`config.mk`:
```
export PLATFORM = sky130hd
export DESIGN_NAME = floor_and_fault_code_display_flat
export DESIGN_NICKNAME = d
export VERILOG_FILES = /design/src/ffcd_pkg.sv /design/src/ffcd_tick_if.sv /design/src/ffcd_disp_if.sv /design/src/ffcd_fault_pick.sv /design/src/ffcd_engine.sv /design/src/floor_and_fault_code_display.sv /design/src/flat_wrapper.sv
export SDC_FILE = /design/constraint.sdc
export NUM_CORES = 1
export LEC_CHECK = 0
export BUFFER_PORTS_ARGS = -buffer_cell sky130_fd_sc_hd__buf_2
export CAP_MARGIN = 20
export CORE_MARGIN = 5
export CORE_UTILIZATION = 55
export DETAILED_ROUTE_END_ITERATION = 12
export GPL_TIMING_DRIVEN = 0
export PLACE_DENSITY = 0.73
export SYNTH_ARGS = -nofsm -noshare
export SYNTH_HDL_FRONTEND = slang
export SYNTH_SLANG_ARGS = --single-unit
```
`constraint.sdc`:
```
create_clock -name clk -period 6.8 [get_ports clk]
set_input_delay 0.68 -clock clk [delete_from_list [all_inputs] [get_ports clk]]
set_output_delay 0.68 -clock clk [all_outputs]
set_load 0.01 [all_outputs]
```
`src/ffcd_pkg.sv`:
```
// Shared constants, types and reset values for the floor and fault code display.
package ffcd_pkg;

    // Number of fault bits in the fault mask and the width of a fault index.
    localparam int FAULT_BITS  = 11;
    localparam int FAULT_IDX_W = $clog2(FAULT_BITS);
    // The shown fault index carries one extra sign bit so that it can hold minus one.
    localparam int SHOWN_W     = FAULT_IDX_W + 1;

    // Field widths.
    localparam int DIGIT_W     = 5;
    localparam int DWELL_W     = 4;
    localparam int FLOOR_W     = 8;

    // Configuration port.
    localparam int CFG_IDX_W   = 2;
    localparam int CFG_DATA_W  = 5;

    localparam logic [CFG_IDX_W-1:0] CFG_DWELL_TICKS  = 2'd0;
    localparam logic [CFG_IDX_W-1:0] CFG_MINUS_CODE   = 2'd1;
    localparam logic [CFG_IDX_W-1:0] CFG_ERROR_LETTER = 2'd2;

    // Configuration reset values.
    localparam logic [DWELL_W-1:0] DWELL_RESET        = 4'd10;
    localparam logic [DIGIT_W-1:0] MINUS_CODE_RESET   = 5'd20;
    localparam logic [DIGIT_W-1:0] ERROR_LETTER_RESET = 5'd14;

    // Floor clamp limits.
    localparam logic signed [FLOOR_W-1:0] FLOOR_MIN = -8'sd9;
    localparam logic signed [FLOOR_W-1:0] FLOOR_MAX = 8'sd99;

    // Shown fault value before any fault has been shown.
    localparam logic signed [SHOWN_W-1:0] SHOWN_NONE = '1;

    // Result of the fault bit search.
    typedef struct packed {
        logic                   found;
        logic [FAULT_IDX_W-1:0] index;
    } fault_pick_t;

    // One display word as it leaves the engine.
    typedef struct packed {
        logic [DIGIT_W-1:0] digit_high;
        logic [DIGIT_W-1:0] digit_low;
        logic               floor_light;
        logic               fault_light;
    } disp_word_t;

endpackage

```
`src/ffcd_tick_if.sv`:
```
// Input channel interface: one display tick per transaction.
interface ffcd_tick_if;
    import ffcd_pkg::*;

    logic                      valid;
    logic                      ready;
    logic                      fault_active;
    logic signed [FLOOR_W-1:0] floor_number;
    logic [FAULT_BITS-1:0]     fault_mask;

    modport source (output valid, output fault_active, output floor_number,
                    output fault_mask, input ready);
    modport sink   (input valid, input fault_active, input floor_number,
                    input fault_mask, output ready);
endinterface

```
`src/ffcd_disp_if.sv`:
```
// Output channel interface: one display word per transaction.
interface ffcd_disp_if;
    import ffcd_pkg::*;

    logic               valid;
    logic               ready;
    logic [DIGIT_W-1:0] digit_high;
    logic [DIGIT_W-1:0] digit_low;
    logic               floor_light;
    logic               fault_light;

    modport source (output valid, output digit_high, output digit_low,
                    output floor_light, output fault_light, input ready);
    modport sink   (input valid, input digit_high, input digit_low,
                    input floor_light, input fault_light, output ready);
endinterface

```
`src/ffcd_fault_pick.sv`:
```
// Fault bit search: picks the next set fault bit above the one shown, with wrap.
module ffcd_fault_pick (
    input  logic [ffcd_pkg::FAULT_BITS-1:0]     fault_mask,
    input  logic signed [ffcd_pkg::SHOWN_W-1:0] shown_fault,
    output ffcd_pkg::fault_pick_t               pick
);
    import ffcd_pkg::*;

    logic                   lowest_found;
    logic [FAULT_IDX_W-1:0] lowest_idx;
    logic                   above_found;
    logic [FAULT_IDX_W-1:0] above_idx;
    logic [FAULT_IDX_W-1:0] top_idx;
    logic                   single_bit;
    logic                   wrap_around;

    // Priority encoders for the lowest, highest and first-above set bits.
    always_comb
    begin
        lowest_found = 1'b0;
        lowest_idx   = '0;
        above_found  = 1'b0;
        above_idx    = '0;
        top_idx      = '0;
        for (int i = 0; i < FAULT_BITS; i++)
        begin
            if (fault_mask[i])
            begin
                top_idx = FAULT_IDX_W'(i);
                if (!lowest_found)
                begin
                    lowest_found = 1'b1;
                    lowest_idx   = FAULT_IDX_W'(i);
                end
                if (!above_found && (shown_fault[SHOWN_W-1] ||
                    FAULT_IDX_W'(i) > shown_fault[FAULT_IDX_W-1:0]))
                begin
                    above_found = 1'b1;
                    above_idx   = FAULT_IDX_W'(i);
                end
            end
        end
    end

    // A single set bit, or the highest bit already shown, wraps to the lowest bit.
    assign single_bit  = (fault_mask != '0) &&
                         ((fault_mask & (fault_mask - FAULT_BITS'(1))) == '0);
    assign wrap_around = single_bit || (shown_fault == $signed({1'b0, top_idx}));

    always_comb
    begin
        if (wrap_around)
        begin
            pick.found = lowest_found;
            pick.index = lowest_idx;
        end
        else
        begin
            pick.found = above_found;
            pick.index = above_idx;
        end
    end

endmodule

```
`src/ffcd_engine.sv`:
```
// Display engine: floor decode, dwell counter, fault selection and held digits.
module ffcd_engine (
    input  logic                                clk,
    input  logic                                rst_n,
    input  logic                                en,
    input  logic                                fault_active,
    input  logic signed [ffcd_pkg::FLOOR_W-1:0] floor_number,
    input  logic [ffcd_pkg::FAULT_BITS-1:0]     fault_mask,
    input  logic [ffcd_pkg::DWELL_W-1:0]        dwell_ticks,
    input  logic [ffcd_pkg::DIGIT_W-1:0]        minus_code,
    input  logic [ffcd_pkg::DIGIT_W-1:0]        error_letter_code,
    output ffcd_pkg::disp_word_t                word_next
);
    import ffcd_pkg::*;

    logic signed [SHOWN_W-1:0] shown_fault_reg, shown_fault_next;
    logic [DWELL_W-1:0]        dwell_count_reg, dwell_count_next;
    logic [DIGIT_W-1:0]        held_high_reg, held_high_next;
    logic [DIGIT_W-1:0]        held_low_reg, held_low_next;

    logic signed [FLOOR_W-1:0] floor_clamped;
    logic [FLOOR_W-1:0]        floor_mag;
    logic [6:0]                floor_pos;
    logic [14:0]               tens_prod;
    logic [3:0]                tens;
    logic [6:0]                units;
    logic                      dwell_update;
    fault_pick_t               pick;

    ffcd_fault_pick u_pick (
        .fault_mask  (fault_mask),
        .shown_fault (shown_fault_reg),
        .pick        (pick)
    );

    // Clamp the floor to the displayable range.
    always_comb
    begin
        priority if (floor_number < FLOOR_MIN)
            floor_clamped = FLOOR_MIN;
        else if (floor_number > FLOOR_MAX)
            floor_clamped = FLOOR_MAX;
        else
            floor_clamped = floor_number;
    end

    // Split a floor of 0..99 into tens and units by a reciprocal multiply.
    assign floor_pos = floor_clamped[6:0];
    assign tens_prod = 15'(floor_pos) * 15'd205;
    assign tens      = tens_prod[14:11];
    assign units     = floor_pos - (7'(tens) * 7'd10);
    assign floor_mag = FLOOR_W'(-floor_clamped);

    // Fault ticks advance only at the end of a dwell period.
    assign dwell_update = (dwell_count_reg == '0) || (dwell_count_reg == dwell_ticks);

    // Next state and displayed digits for the current tick.
    always_comb
    begin
        shown_fault_next = shown_fault_reg;
        dwell_count_next = dwell_count_reg;
        held_high_next   = held_high_reg;
        held_low_next    = held_low_reg;
        if (!fault_active)
        begin
            if (floor_clamped[FLOOR_W-1])
            begin
                held_high_next = minus_code;
                held_low_next  = floor_mag[DIGIT_W-1:0];
            end
            else
            begin
                held_high_next = DIGIT_W'(tens);
                held_low_next  = units[DIGIT_W-1:0];
            end
        end
        else if (dwell_update)
        begin
            dwell_count_next = DWELL_W'(1);
            if (pick.found)
            begin
                held_high_next   = error_letter_code;
                held_low_next    = DIGIT_W'(pick.index);
                shown_fault_next = $signed({1'b0, pick.index});
            end
        end
        else
        begin
            dwell_count_next = dwell_count_reg + DWELL_W'(1);
        end
    end

    assign word_next.digit_high  = held_high_next;
    assign word_next.digit_low   = held_low_next;
    assign word_next.floor_light = !fault_active;
    assign word_next.fault_light = fault_active;

    // State registers advance once per processed tick.
    always_ff @(posedge clk or negedge rst_n)
    begin
        if (!rst_n)
        begin
            shown_fault_reg <= SHOWN_NONE;
            dwell_count_reg <= '0;
            held_high_reg   <= '0;
            held_low_reg    <= '0;
        end
        else if (en)
        begin
            shown_fault_reg <= shown_fault_next;
            dwell_count_reg <= dwell_count_next;
            held_high_reg   <= held_high_next;
            held_low_reg    <= held_low_next;
        end
    end

    // A dwell update always restarts the count at one.
    a_dwell_restart: assert property (@(posedge clk) disable iff (!rst_n)
        en && fault_active && dwell_update |=> dwell_count_reg == DWELL_W'(1))
        else $error("dwell count did not restart after an update");

    // The shown fault is either none or a valid fault number.
    a_shown_range: assert property (@(posedge clk) disable iff (!rst_n)
        shown_fault_reg == SHOWN_NONE ||
        (!shown_fault_reg[SHOWN_W-1] && shown_fault_reg < $signed(SHOWN_W'(FAULT_BITS))))
        else $error("shown fault out of range");

    // A floor tick leaves the fault tracking untouched.
    a_floor_holds: assert property (@(posedge clk) disable iff (!rst_n)
        en && !fault_active |=> $stable(shown_fault_reg) && $stable(dwell_count_reg))
        else $error("floor tick changed fault tracking");

endmodule

```
`src/floor_and_fault_code_display.sv`:
```
// Top level of the floor and fault code display: handshake stages and config registers.
//
// Usage:
//   tick  (sink)   : one display tick per transaction, carrying fault_active,
//                    floor_number and fault_mask.
//   disp  (source) : one display word per tick, carrying digit_high, digit_low,
//                    floor_light and fault_light.
//   cfg_we / cfg_index / cfg_data : write port for dwell_ticks (index 0),
//                    minus_code (index 1) and error_letter_code (index 2);
//                    write it only while no tick is in flight.
// Path: an accepted tick is held in the input register, and its display word is
//   loaded into the output register once the output stage is empty or taken;
//   the word is then valid on disp.
// Throughput: one tick per cycle while disp does not stall; the floor decode, the
//   fault bit search and the dwell counter are all combinational between the two registers.
// Reset clears both pipeline stages, restores the register reset values
//   (dwell 10, minus code 20, error letter 14) and clears the display state.
// When the receiver stalls, the output word holds; one more tick is taken into
//   the input register, after which tick.ready falls until disp drains.
module floor_and_fault_code_display (
    input  logic                               clk,
    input  logic                               rst_n,
    input  logic                               cfg_we,
    input  logic [ffcd_pkg::CFG_IDX_W-1:0]     cfg_index,
    input  logic [ffcd_pkg::CFG_DATA_W-1:0]    cfg_data,
    ffcd_tick_if.sink                          tick,
    ffcd_disp_if.source                        disp
);
    import ffcd_pkg::*;

    logic [DWELL_W-1:0]        dwell_ticks_reg;
    logic [DIGIT_W-1:0]        minus_code_reg;
    logic [DIGIT_W-1:0]        error_letter_reg;

    logic                      in_valid_reg, in_valid_next;
    logic                      in_fault_reg;
    logic signed [FLOOR_W-1:0] in_floor_reg;
    logic [FAULT_BITS-1:0]     in_mask_reg;

    logic                      out_valid_reg, out_valid_next;
    disp_word_t                out_word_reg;
    disp_word_t                word_next;

    logic                      out_adv;
    logic                      proc_en;
    logic                      tick_take;

    // Configuration register writes.
    always_ff @(posedge clk or negedge rst_n)
    begin
        if (!rst_n)
        begin
            dwell_ticks_reg  <= DWELL_RESET;
            minus_code_reg   <= MINUS_CODE_RESET;
            error_letter_reg <= ERROR_LETTER_RESET;
        end
        else if (cfg_we)
        begin
            unique case (cfg_index)
                CFG_DWELL_TICKS:  dwell_ticks_reg  <= cfg_data[DWELL_W-1:0];
                CFG_MINUS_CODE:   minus_code_reg   <= cfg_data[DIGIT_W-1:0];
                CFG_ERROR_LETTER: error_letter_reg <= cfg_data[DIGIT_W-1:0];
                default:          ;
            endcase
        end
    end

    // Stage control: the output stage frees up when empty or taken.
    assign out_adv    = !out_valid_reg || disp.ready;
    assign proc_en    = in_valid_reg && out_adv;
    assign tick.ready = !in_valid_reg || out_adv;
    assign tick_take  = tick.valid && tick.ready;

    assign in_valid_next  = tick.ready ? tick.valid : in_valid_reg;
    assign out_valid_next = out_adv ? in_valid_reg : out_valid_reg;

    always_ff @(posedge clk or negedge rst_n)
    begin
        if (!rst_n)
        begin
            in_valid_reg  <= 1'b0;
            out_valid_reg <= 1'b0;
        end
        else
        begin
            in_valid_reg  <= in_valid_next;
            out_valid_reg <= out_valid_next;
        end
    end

    // Input register captures each accepted transaction.
    always_ff @(posedge clk)
    begin
        if (tick_take)
        begin
            in_fault_reg <= tick.fault_active;
            in_floor_reg <= tick.floor_number;
            in_mask_reg  <= tick.fault_mask;
        end
    end

    ffcd_engine u_engine (
        .clk               (clk),
        .rst_n             (rst_n),
        .en                (proc_en),
        .fault_active      (in_fault_reg),
        .floor_number      (in_floor_reg),
        .fault_mask        (in_mask_reg),
        .dwell_ticks       (dwell_ticks_reg),
        .minus_code        (minus_code_reg),
        .error_letter_code (error_letter_reg),
        .word_next         (word_next)
    );

    // Output register loads the processed display word.
    always_ff @(posedge clk)
    begin
        if (proc_en)
        begin
            out_word_reg <= word_next;
        end
    end

    assign disp.valid       = out_valid_reg;
    assign disp.digit_high  = out_word_reg.digit_high;
    assign disp.digit_low   = out_word_reg.digit_low;
    assign disp.floor_light = out_word_reg.floor_light;
    assign disp.fault_light = out_word_reg.fault_light;

    // A processed tick always lands in the output stage.
    a_proc_lands: assert property (@(posedge clk) disable iff (!rst_n)
        proc_en |=> out_valid_reg)
        else $error("processed tick did not reach the output stage");

    // A new transaction never overwrites a tick that is still waiting.
    a_no_overwrite: assert property (@(posedge clk) disable iff (!rst_n)
        tick_take |-> (!in_valid_reg || proc_en))
        else $error("input register overwritten before processing");

    // Exactly one indicator light is on in every valid display word.
    a_one_light: assert property (@(posedge clk) disable iff (!rst_n)
        out_valid_reg |-> (out_word_reg.floor_light != out_word_reg.fault_light))
        else $error("indicator lights inconsistent");

endmodule

```
`src/flat_wrapper.sv`:
```
// flat-port wrapper written by rule: the top's interface ports become plain ports
module floor_and_fault_code_display_flat import ffcd_pkg::*;
  (clk, rst_n, cfg_we, cfg_index, cfg_data, tick_valid, tick_fault_active, tick_floor_number, tick_fault_mask, tick_ready, disp_valid, disp_digit_high, disp_digit_low, disp_floor_light, disp_fault_light, disp_ready);
  ffcd_tick_if tick_i ();
  ffcd_disp_if disp_i ();
  input  logic clk;
  input  logic rst_n;
  input  logic cfg_we;
  input  logic [ffcd_pkg::CFG_IDX_W-1:0] cfg_index;
  input  logic [ffcd_pkg::CFG_DATA_W-1:0] cfg_data;
  input wire logic [$bits(tick_i.valid)-1:0] tick_valid;
  input wire logic [$bits(tick_i.fault_active)-1:0] tick_fault_active;
  input wire logic [$bits(tick_i.floor_number)-1:0] tick_floor_number;
  input wire logic [$bits(tick_i.fault_mask)-1:0] tick_fault_mask;
  output wire logic [$bits(tick_i.ready)-1:0] tick_ready;
  output wire logic [$bits(disp_i.valid)-1:0] disp_valid;
  output wire logic [$bits(disp_i.digit_high)-1:0] disp_digit_high;
  output wire logic [$bits(disp_i.digit_low)-1:0] disp_digit_low;
  output wire logic [$bits(disp_i.floor_light)-1:0] disp_floor_light;
  output wire logic [$bits(disp_i.fault_light)-1:0] disp_fault_light;
  input wire logic [$bits(disp_i.ready)-1:0] disp_ready;
  assign tick_i.valid = tick_valid;
  assign tick_i.fault_active = tick_fault_active;
  assign tick_i.floor_number = tick_floor_number;
  assign tick_i.fault_mask = tick_fault_mask;
  assign tick_ready = tick_i.ready;
  assign disp_valid = disp_i.valid;
  assign disp_digit_high = disp_i.digit_high;
  assign disp_digit_low = disp_i.digit_low;
  assign disp_floor_light = disp_i.floor_light;
  assign disp_fault_light = disp_i.fault_light;
  assign disp_i.ready = disp_ready;
  floor_and_fault_code_display u_core (.clk(clk), .rst_n(rst_n), .cfg_we(cfg_we), .cfg_index(cfg_index), .cfg_data(cfg_data), .tick(tick_i), .disp(disp_i));
endmodule
```
### Word level (Yosys, flattened, before mapping)

Index checks and enable logic that the tools add are counted.

* bitwise logic cells: 1
* muxes and demuxes: 95
* divide/modulo/power cells: 0
* equality and inequality tests: 4
* magnitude comparators: 13
* shifts and indexed selects: 0
* $add $sub $neg: 4
* $mul: 2
* reduce and logical (&&, ||, !) cells: 50

Operators by type and width (count)
* $mux 4: 42
* $mux 5: 9
* $mux 1: 36
* $gt 3x4->1 const A: 4
* $mux 8: 2
* $logic_or 1x1->1: 15
* $mul 7x8->15 const B: 1
* $logic_and 1x1->1: 13
* $logic_not 1->1: 13
* $gt 4x4->1 const A: 3
* $mux 3: 4
* $and 11x11->11: 1
* $logic_not 11->1: 1
* $reduce_bool 11->1: 1
* $sub 11x1->11 const B: 1
* $gt 1x4->1 const A: 2
* $gt 2x4->1 const A: 2
* $gt 8x8->1 const B: 1
* $lt 8x5->1 const B: 1
* $reduce_and 2->1: 4
* $eq 5x5->1: 1
* $neg 5->5: 1
* $sub 5x5->5: 1
* $add 4x1->4 const B: 1
* 8 further kinds: 9

* input bits: 32
* latch bits: 0
* memories: 0
* memory bits (writable): 0
* register bits: 67
* memory bits (read-only): 0
* word-level logic and storage cells: 185
* output and inout bits: 14

### Depth between registers and ports, before layout

Gate-level depths: netlist (run 1).

* depth after elaboration: 48
* gate-level depth with buffers: 27
* mapped depth without buffers: 25

### Hierarchy

From an unflattened synthesis (run 1), not the netlist that was laid out.

* cells, all modules: 454
* area, all modules: 4797.1 um^2

By module, submodules not included
* ffcd_engine: area an instance 2373.5 um^2, times used 1, cells an instance 262
* floor_and_fault_code_display: area an instance 1600.3 um^2, times used 1, cells an instance 71
* ffcd_fault_pick: area an instance 823.3 um^2, times used 1, cells an instance 121

### Worst setup path before layout (run 1)

Ideal clock, no wire load.

* path type: reg-to-reg
* from: register u_core.in_floor_reg[4]
* to: register u_core.u_engine.held_low_reg[4]
* slack: 0.954 ns
* stages on the path, launching flop included: 24
* required time: 6.699 ns
* arrival time: 5.746 ns
* cell sequence: edfxtp_1 -> or3_4 -> a22o_2 -> or2_2 -> ha_1 -> inv_1 -> fa_1 -> inv_1 -> fa_1 -> ha_1 -> ha_1 -> nand2_1 -> nor2_1 -> or4b_1 -> nand2_1 -> a41oi_1 -> xnor2_1 -> ha_1 -> inv_1 -> ha_1 -> a21o_2 -> mux2i_1 -> xnor3_1 -> o311ai_2

* word-level cells in the longest chain between the ends: 8
* elaborated cells between the ends (all ways): 10

RTL lines
* start: declaration: RTL line floor_and_fault_code_display.sv:37 `logic signed [FLOOR_W-1:0] in_floor_reg;`
* start signal: assignment: RTL line floor_and_fault_code_display.sv:97 `in_floor_reg <= tick.floor_number;`
* $gt 8x8->1: RTL line ffcd_engine.sv:41 `else if (floor_number > FLOOR_MAX)`
* $mux 8: RTL line ffcd_engine.sv:41
* $mux 8 (*): RTL line ffcd_engine.sv:39 `priority if (floor_number < FLOOR_MIN)`
* $mul 7x8->15: RTL line ffcd_engine.sv:49 `assign tens_prod = 15'(floor_pos) * 15'd205;`
* $mul 4x3->4: RTL line ffcd_engine.sv:51 `assign units = floor_pos - (7'(tens) * 7'd10);`
* $sub 5x5->5: RTL line ffcd_engine.sv:51
* $mux 5 (*): RTL line ffcd_engine.sv:66 `if (floor_clamped[FLOOR_W-1])`
* $mux 5 (*): RTL line ffcd_engine.sv:64 `if (!fault_active)`
* end signal: assignment: RTL line ffcd_engine.sv:113 `held_low_reg <= held_low_next;`
* end: declaration: RTL line ffcd_engine.sv:19 `logic [DIGIT_W-1:0] held_low_reg, held_low_next;`

Every way passes the cells marked *; elsewhere a longest branch is shown, timed or not.
A chain may end at the register's enable or synchronous reset.

### Final worst setup path (run 1)

* from: register u_core.in_floor_reg[7]
* to: register u_core.out_word_reg (netlist bit u_core.disp.digit_low[4]) (data pin)

* word-level cells in the longest chain between the ends: 8
* elaborated cells between the ends (all ways): 10

RTL lines
* $gt 8x8->1: RTL line ffcd_engine.sv:41
* $mux 8: RTL line ffcd_engine.sv:41
* $mux 8 (*): RTL line ffcd_engine.sv:39
* $mul 7x8->15: RTL line ffcd_engine.sv:49
* $mul 4x3->4: RTL line ffcd_engine.sv:51
* $sub 5x5->5: RTL line ffcd_engine.sv:51
* $mux 5 (*): RTL line ffcd_engine.sv:66
* $mux 5 (*): RTL line ffcd_engine.sv:64
* named net u_core.u_engine.held_low_next[4]: RTL line ffcd_engine.sv:19
* end signal: assignment: RTL line floor_and_fault_code_display.sv:120 `out_word_reg <= word_next;`
* end: declaration: RTL line floor_and_fault_code_display.sv:41 `disp_word_t out_word_reg;`

Mark *: on every way through the listed nets, which the timed path passes. The rest lies on a longest branch.

==> flow_metrics.tcl, run 1 <==
set metrics [dict create \
    die_y_um 104 \
    clk_path_buf_depth 2 \
    synthFlopType "edfxtp_1" \
    cts-root-buf "clkbuf_8" \
    worstMarginPinSlew_ns 0.961 \
    cp_max_fo 10 \
    syn_area_um2 4880 \
    yosysSeqAreaShare 0.380 \
    place.gp.congestion 0.914 \
    syn_avg_cell_area_um2 10.2 \
    dp_hpwl_um 8380 \
    post-route-period-util 0.943 \
    status "complete, no violations" \
    vias_per_cell 5.97 \
    reg2reg_depth 26 \
    min_period_ns 6.41 \
    cts_setup_buffers 0 \
    ys_ff_latch 67 \
    slew_viol_final 0 \
    final_layout_size_suffix_gt1_frac 0.227 \
    synth.yosys.warnings 0 \
    maxCapViolCount 0 \
    synth_mux_area_frac 0.0721 \
    post_cts_resize_count 0 \
    post_drt_wl_per_cell_um 17.0 \
    rrSetupSlack_ns 0.39 \
    tritoncts "built" \
    crit_type "reg -> reg" \
    grt_pass1_wl_um 18400 \
    diodes 0 \
    setup_viol 0 \
    vdd_ir_drop_max_uv 192 \
    leakage_nw 2.39 \
    synth-compound-area-share 0.194 \
    synthArstFlopShare 0.522 \
    largest_reg_flops 11 \
    cts_hold_buf 0 \
    ios 46 \
    synth-simple-area-share 0.127 \
    clock_latency_ns 0.36 \
    r2r_end "u_core.disp.digit_low[4]" \
    antenna_found_initial 0 \
    grt.overflow.total 0 \
    fmax_mhz 156 \
    grt_pass1_vias 3847 \
    yosysUniqueCellTypes 76 \
    ant_nets 0 \
    setup_tns_ns 0 \
    synthAdderAreaFrac 0.143 \
    start_kind "flip-flop" \
    p_per_area_nw_per_um2 380 \
    synth_xor_area_frac 0.0280 \
    finalHoldViolCount 0 \
    slew_headroom 0.359 \
    end_kind "flip-flop" \
    cts.clk_slew.worst_paths_ns 0.09 \
    grt_max_degree 36 \
    totalWireLength_um 11000 \
    drt-pass1-iter-count 5 \
    clock_skew_ns 0.0177 \
    hold_ws_ns 0.385 \
    crit_start "u_core.in_floor_reg[7]" \
    most-common-layout-cells "49 x buf_2, 42 x ha_1, 36 x inv_1, 35 x nor2_1, 32 x edfxtp_1" \
    cts_buffers 9 \
    port_buffers 45 \
    hold_path_class "in -> async" \
    nets 619 \
    htree_levels 3 \
    syn_inst 480 \
    synth-edff-count 32 \
    drtIter0Drc 179 \
    vias 3879 \
    initial_utilization 0.562 \
    syn2layout_area_growth_pct 11.6 \
    final_common_cell "buf_2" \
    drc 0 \
    arrival_ns 6.60 \
    cts_sinks 67 \
    rsz0062_at_grt "false" \
    synth_fp_nets 562 \
    core_um2 8680 \
    r2r_start "u_core.in_floor_reg[7]" \
    gr-usage-all-layers 0.208 \
    die_area_um2 10900 \
    critical_path_required_ns 6.99 \
    synth_top_family_by_area "compound AO/OA/AOI/OAI gates" \
    die_w_um 104 \
    std_cell_rows 34 \
]
per-layer routing:
metal,vias to the layer above,wire [µm],global-route usage
li1,1879,-,-
met1,1881,4730,0.261
met2,104,5610,0.363
met3,15,582,0.0428
met4,0,125,0.0564
met5,-,0,0
cell usage after synthesis (6+ instances only):
cell type | count | area share
ha_1 | 42 | 0.11
inv_1 | 36 | 0.028
nor2_1 | 35 | 0.027
edfxtp_1 | 32 | 0.20
nand2_1 | 31 | 0.024
a21oi_1 | 29 | 0.030
dfrtp_1 | 23 | 0.12
mux2_2 | 17 | 0.039
mux2i_1 | 16 | 0.033
o21ai_0 | 16 | 0.016
dfstp_2 | 12 | 0.065
clkbuf_1 | 11 | 0.0085
nand2b_1 | 9 | 0.012
fa_1 | 8 | 0.033
nor3_1 | 8 | 0.0082
o21ai_1 | 8 | 0.0082
xor2_1 | 7 | 0.013
nand3_1 | 6 | 0.0062
o211ai_1 | 6 | 0.0092
o21bai_1 | 6 | 0.0092
o22ai_1 | 6 | 0.0077
xnor2_1 | 6 | 0.011
metrics by stage:
stage | setup WS, ns | util | power [W] | instance area [µm²] | instances
detailed placement | 0.402 | 0.604 | 0.00172 | 5240 | 633
global route | 0.0283 | 0.627 | 0.00223 | 5440 | 650
finish | 0.388 | 0.627 | 0.00207 | 5440 | 650
CTS | 0.364 | 0.627 | 0.00206 | 5440 | 649
floorplan | 0.954 | - | 0.00147 | 4880 | 480
global placement | 0.501 | 0.604 | 0.00167 | 5240 | 633
how the worst max path moves through the flow:
| stage | to | cells past startpoint | slack (ns) |
|---|---|---|---|
| after global routing | u_core.disp.digit_low[4] | 26 | 0.03 |
| after CTS | u_core.disp.digit_low[4] | 26 | 0.36 |
| final | u_core.disp.digit_low[4] | 26 | 0.39 |
| after detailed placement | u_core.disp.digit_low[4] | 26 | 0.40 |
| after global placement | u_core.disp.digit_low[4] | 26 | 0.50 |
| after floorplan | u_core.u_engine.held_low_reg[4] | 23 | 0.95 |
cells by family after synthesis:
logic type,count (synthesis)
adders and majority gates,51
buffers and inverters,60
xor gates and xnor gates,14
AOI/OAI and AO/OA,132
and+or+nand+nor,123
muxes,33
DFF,67
cell type report:
class,count,area [µm²]
plain buffers,20,125
clock buffers,10,149
clock inverters,6,51.3
fillers,732,3240
inverters,40,150
multi-input cells,353,2750
flip-flops and latches,67,1850
well taps,108,135
repair buffers,46,230
where the power goes:
| group | internal [W] | switching [W] | total [W] | leakage [nW] |
|---|---|---|---|---|
| registers | 0.000554 | 0.0000648 | 0.000619 | 0.705 |
| clock network | 0.000161 | 0.000182 | 0.000344 | 0.101 |
| logic | 0.000485 | 0.000618 | 0.00110 | 1.58 |
| total | 0.00120 | 0.000866 | 0.00207 | 2.39 |
worst max-delay path, cell delays in order, from the launching register on:
cell and delay, ns:
edfxtp_1 0.39, buf_6 0.16, buf_6 0.14, clkbuf_8 0.17, or2_2 0.35, ha_1 0.34, inv_1 0.06, fa_1 0.47
inv_1 0.04, ha_1 0.26, inv_1 0.05, fa_1 0.52, inv_1 0.05, ha_1 0.31, nand3_1 0.12, nor2_1 0.14
or4b_1 0.49, nand2_1 0.10, a41oi_1 0.13, xnor2_1 0.33, ha_1 0.30, inv_1 0.06, ha_1 0.28, a21o_2 0.21
mux2i_1 0.17, xnor3_1 0.37, o211ai_1 0.21
(Power assumes the default switching activity.)
==> run 2: changes to the inputs <==
--- a/config.mk
+++ b/config.mk
@@ -8,10 +8,12 @@
 export BUFFER_PORTS_ARGS = -buffer_cell sky130_fd_sc_hd__buf_2
 export CAP_MARGIN = 20
 export CORE_MARGIN = 5
-export CORE_UTILIZATION = 55
+export CORE_UTILIZATION = 40
+export CTS_BUF_LIST = sky130_fd_sc_hd__clkbuf_8
 export DETAILED_ROUTE_END_ITERATION = 12
 export GPL_TIMING_DRIVEN = 0
-export PLACE_DENSITY = 0.73
+export PLACE_DENSITY = 0.56
+export SETUP_SLACK_MARGIN = 0.02
 export SYNTH_ARGS = -nofsm -noshare
 export SYNTH_HDL_FRONTEND = slang
 export SYNTH_SLANG_ARGS = --single-unit
==> flow_metrics.tcl, run 2 (synthesis gave the netlist of run 1 again) <==
set metrics [dict create \
    cts_setup_buffers 0 \
    grt_max_degree 36 \
    clk_path_buf_depth 2 \
    p_per_area_nw_per_um2 376 \
    drc 0 \
    slew_headroom 0.395 \
    cp_max_fo 10 \
    post-route-period-util 0.927 \
    grt.overflow.total 0 \
    totalWireLength_um 11200 \
    finalPower_w 0.00207 \
    drt-pass1-iter-count 4 \
    port_buffers 45 \
    slew_viol_final 0 \
    power_frac_comb 0.533 \
    clock_latency_ns 0.35 \
    hold_path_class "in -> async" \
    design_area_um2 5490 \
    final_common_cell "buf_2" \
    tritoncts "built" \
    rsz0062_at_grt "false" \
    die_w_um 120 \
    setup_viol 0 \
    min_period_ns 6.31 \
    clock_skew_ns 0.00969 \
    nets 619 \
    hold_ws_ns 0.411 \
    start_kind "flip-flop" \
    p_switching_w 0.000856 \
    arrival_ns 6.49 \
    seqPwrFrac 0.301 \
    status "complete, no violations" \
    critical_path_required_ns 6.99 \
    crit_type "reg -> reg" \
    cts_sinks 67 \
    fmax_mhz 159 \
    syn2layout_area_growth_pct 12.6 \
    p_clk_frac 0.166 \
    initial_utilization 0.408 \
    intPower_w 0.00121 \
    worstMarginPinSlew_ns 0.907 \
    htree_levels 3 \
    leakage_nw 2.39 \
    grt_pass1_vias 3796 \
    setup_tns_ns 0 \
    core_um2 12000 \
    place_area_um2 5290 \
    ios 46 \
    post_cts_resize_count 0 \
    most-common-layout-cells "49 x buf_2, 42 x ha_1, 36 x inv_1, 35 x nor2_1, 32 x edfxtp_1" \
    place.gp.congestion 0.839 \
    cts_buffers 9 \
    final_layout_size_suffix_gt1_frac 0.227 \
    dp_hpwl_um 8600 \
    ant_nets 0 \
    drtIter0Drc 190 \
    die_y_um 120 \
    cts.clk_slew.worst_paths_ns 0.08 \
    std_cell_rows 40 \
    vias_per_cell 5.55 \
    grt_pass1_wl_um 18900 \
    swShare 0.414 \
    end_kind "flip-flop" \
    largest_reg_flops 11 \
    die_area_um2 14500 \
    vias 3826 \
    finalHoldViolCount 0 \
    diodes 0 \
    post_drt_wl_per_cell_um 16.3 \
    vdd_ir_drop_max_uv 135 \
    maxCapViolCount 0 \
    cts-root-buf "clkbuf_8" \
    antenna_found_initial 0 \
    gr-usage-all-layers 0.163 \
    cts_hold_buf 0 \
]
## run 2: cell types whose count changed in the layout (fill, tap and decap cells not counted)
cell | before | now
clkinv_2 | 0 | 2
clkinv_4 | 0 | 2
bufinv_16 | 0 | 1
clkbuf_16 | 1 | 0
clkinvlp_4 | 1 | 0
inv_4 | 1 | 0
inv_6 | 3 | 2
inv_8 | 1 | 0
## run 2: power groups by stage
stage                     logic (W)  registers, W  clock network [W]
after global placement      0.00107      0.000625                  0
after detailed placement    0.00109      0.000629                  0
after global routing        0.00124      0.000635           0.000373
after floorplan            0.000846      0.000621                  0
final                       0.00110      0.000621           0.000344
after CTS                   0.00110      0.000622           0.000353
## run 2: worst paths after layout
kind / cells after the start / endpoint / slack [ns] / startpoint
worst max-delay path: 26 / u_core.disp.digit_low[4] / 0.49 / u_core.in_floor_reg[7]
worst min-delay path: 1 / u_core.minus_code_reg[3] / 0.41 / rst_n
worst max register to register: 26 / u_core.disp.digit_low[4] / 0.49 / u_core.in_floor_reg[7]
worst min register to register: 0 / u_core.disp.fault_light / 0.51 / u_core.in_fault_reg
max in group asynchronous: 1 / u_core.u_engine.held_low_reg[2] / 5.87 / rst_n
min in group clk: 1 / u_core.in_mask_reg[10] / 0.50 / tick_fault_mask[10]
## run 2: per-stage QoR
step,setup slack (ns),util,cells
6_report,0.494,0.459,689
5_1_grt,0.0677,0.459,689
4_1_cts,0.409,0.459,688
3_5_place_dp,0.463,0.442,672
3_3_place_gp,0.500,0.442,672
2_1_floorplan,0.954,-,480
## run 2: final cells by class
type,count,area [µm²]
plain buffers,20,125
clock buffers,9,124
clock inverters,7,75.1
fillers,1118,6470
inverters,40,150
multi-input cells,353,2750
flip-flops and latches,67,1850
well taps,147,184
repair buffers,46,230
## run 2: metal layers
| layer | vias to the layer above | track usage | wire (µm) |
|---|---|---|---|
| met3 | 15 | 0.0304 | 539 |
| met1 | 1823 | 0.210 | 4990 |
| li1 | 1889 | - | - |
| met5 | - | 0 | 0 |
| met4 | 0 | 0.0489 | 150 |
| met2 | 99 | 0.278 | 5550 |
## run 2: critical path, stage by stage (launching register included)
cell and delay [ns]:
edfxtp_1 0.39, buf_6 0.16, buf_6 0.14, clkbuf_8 0.17, or2_2 0.35, ha_1 0.32, inv_1 0.05, fa_1 0.48
inv_1 0.04, ha_1 0.26, inv_1 0.05, fa_1 0.53, inv_1 0.05, ha_1 0.31, nand3_1 0.12, nor2_1 0.13
or4b_1 0.47, nand2_1 0.10, a41oi_1 0.14, xnor2_1 0.28, ha_1 0.28, inv_1 0.05, ha_1 0.28, a21o_2 0.21
mux2i_1 0.19, xnor3_1 0.39, o211ai_1 0.20
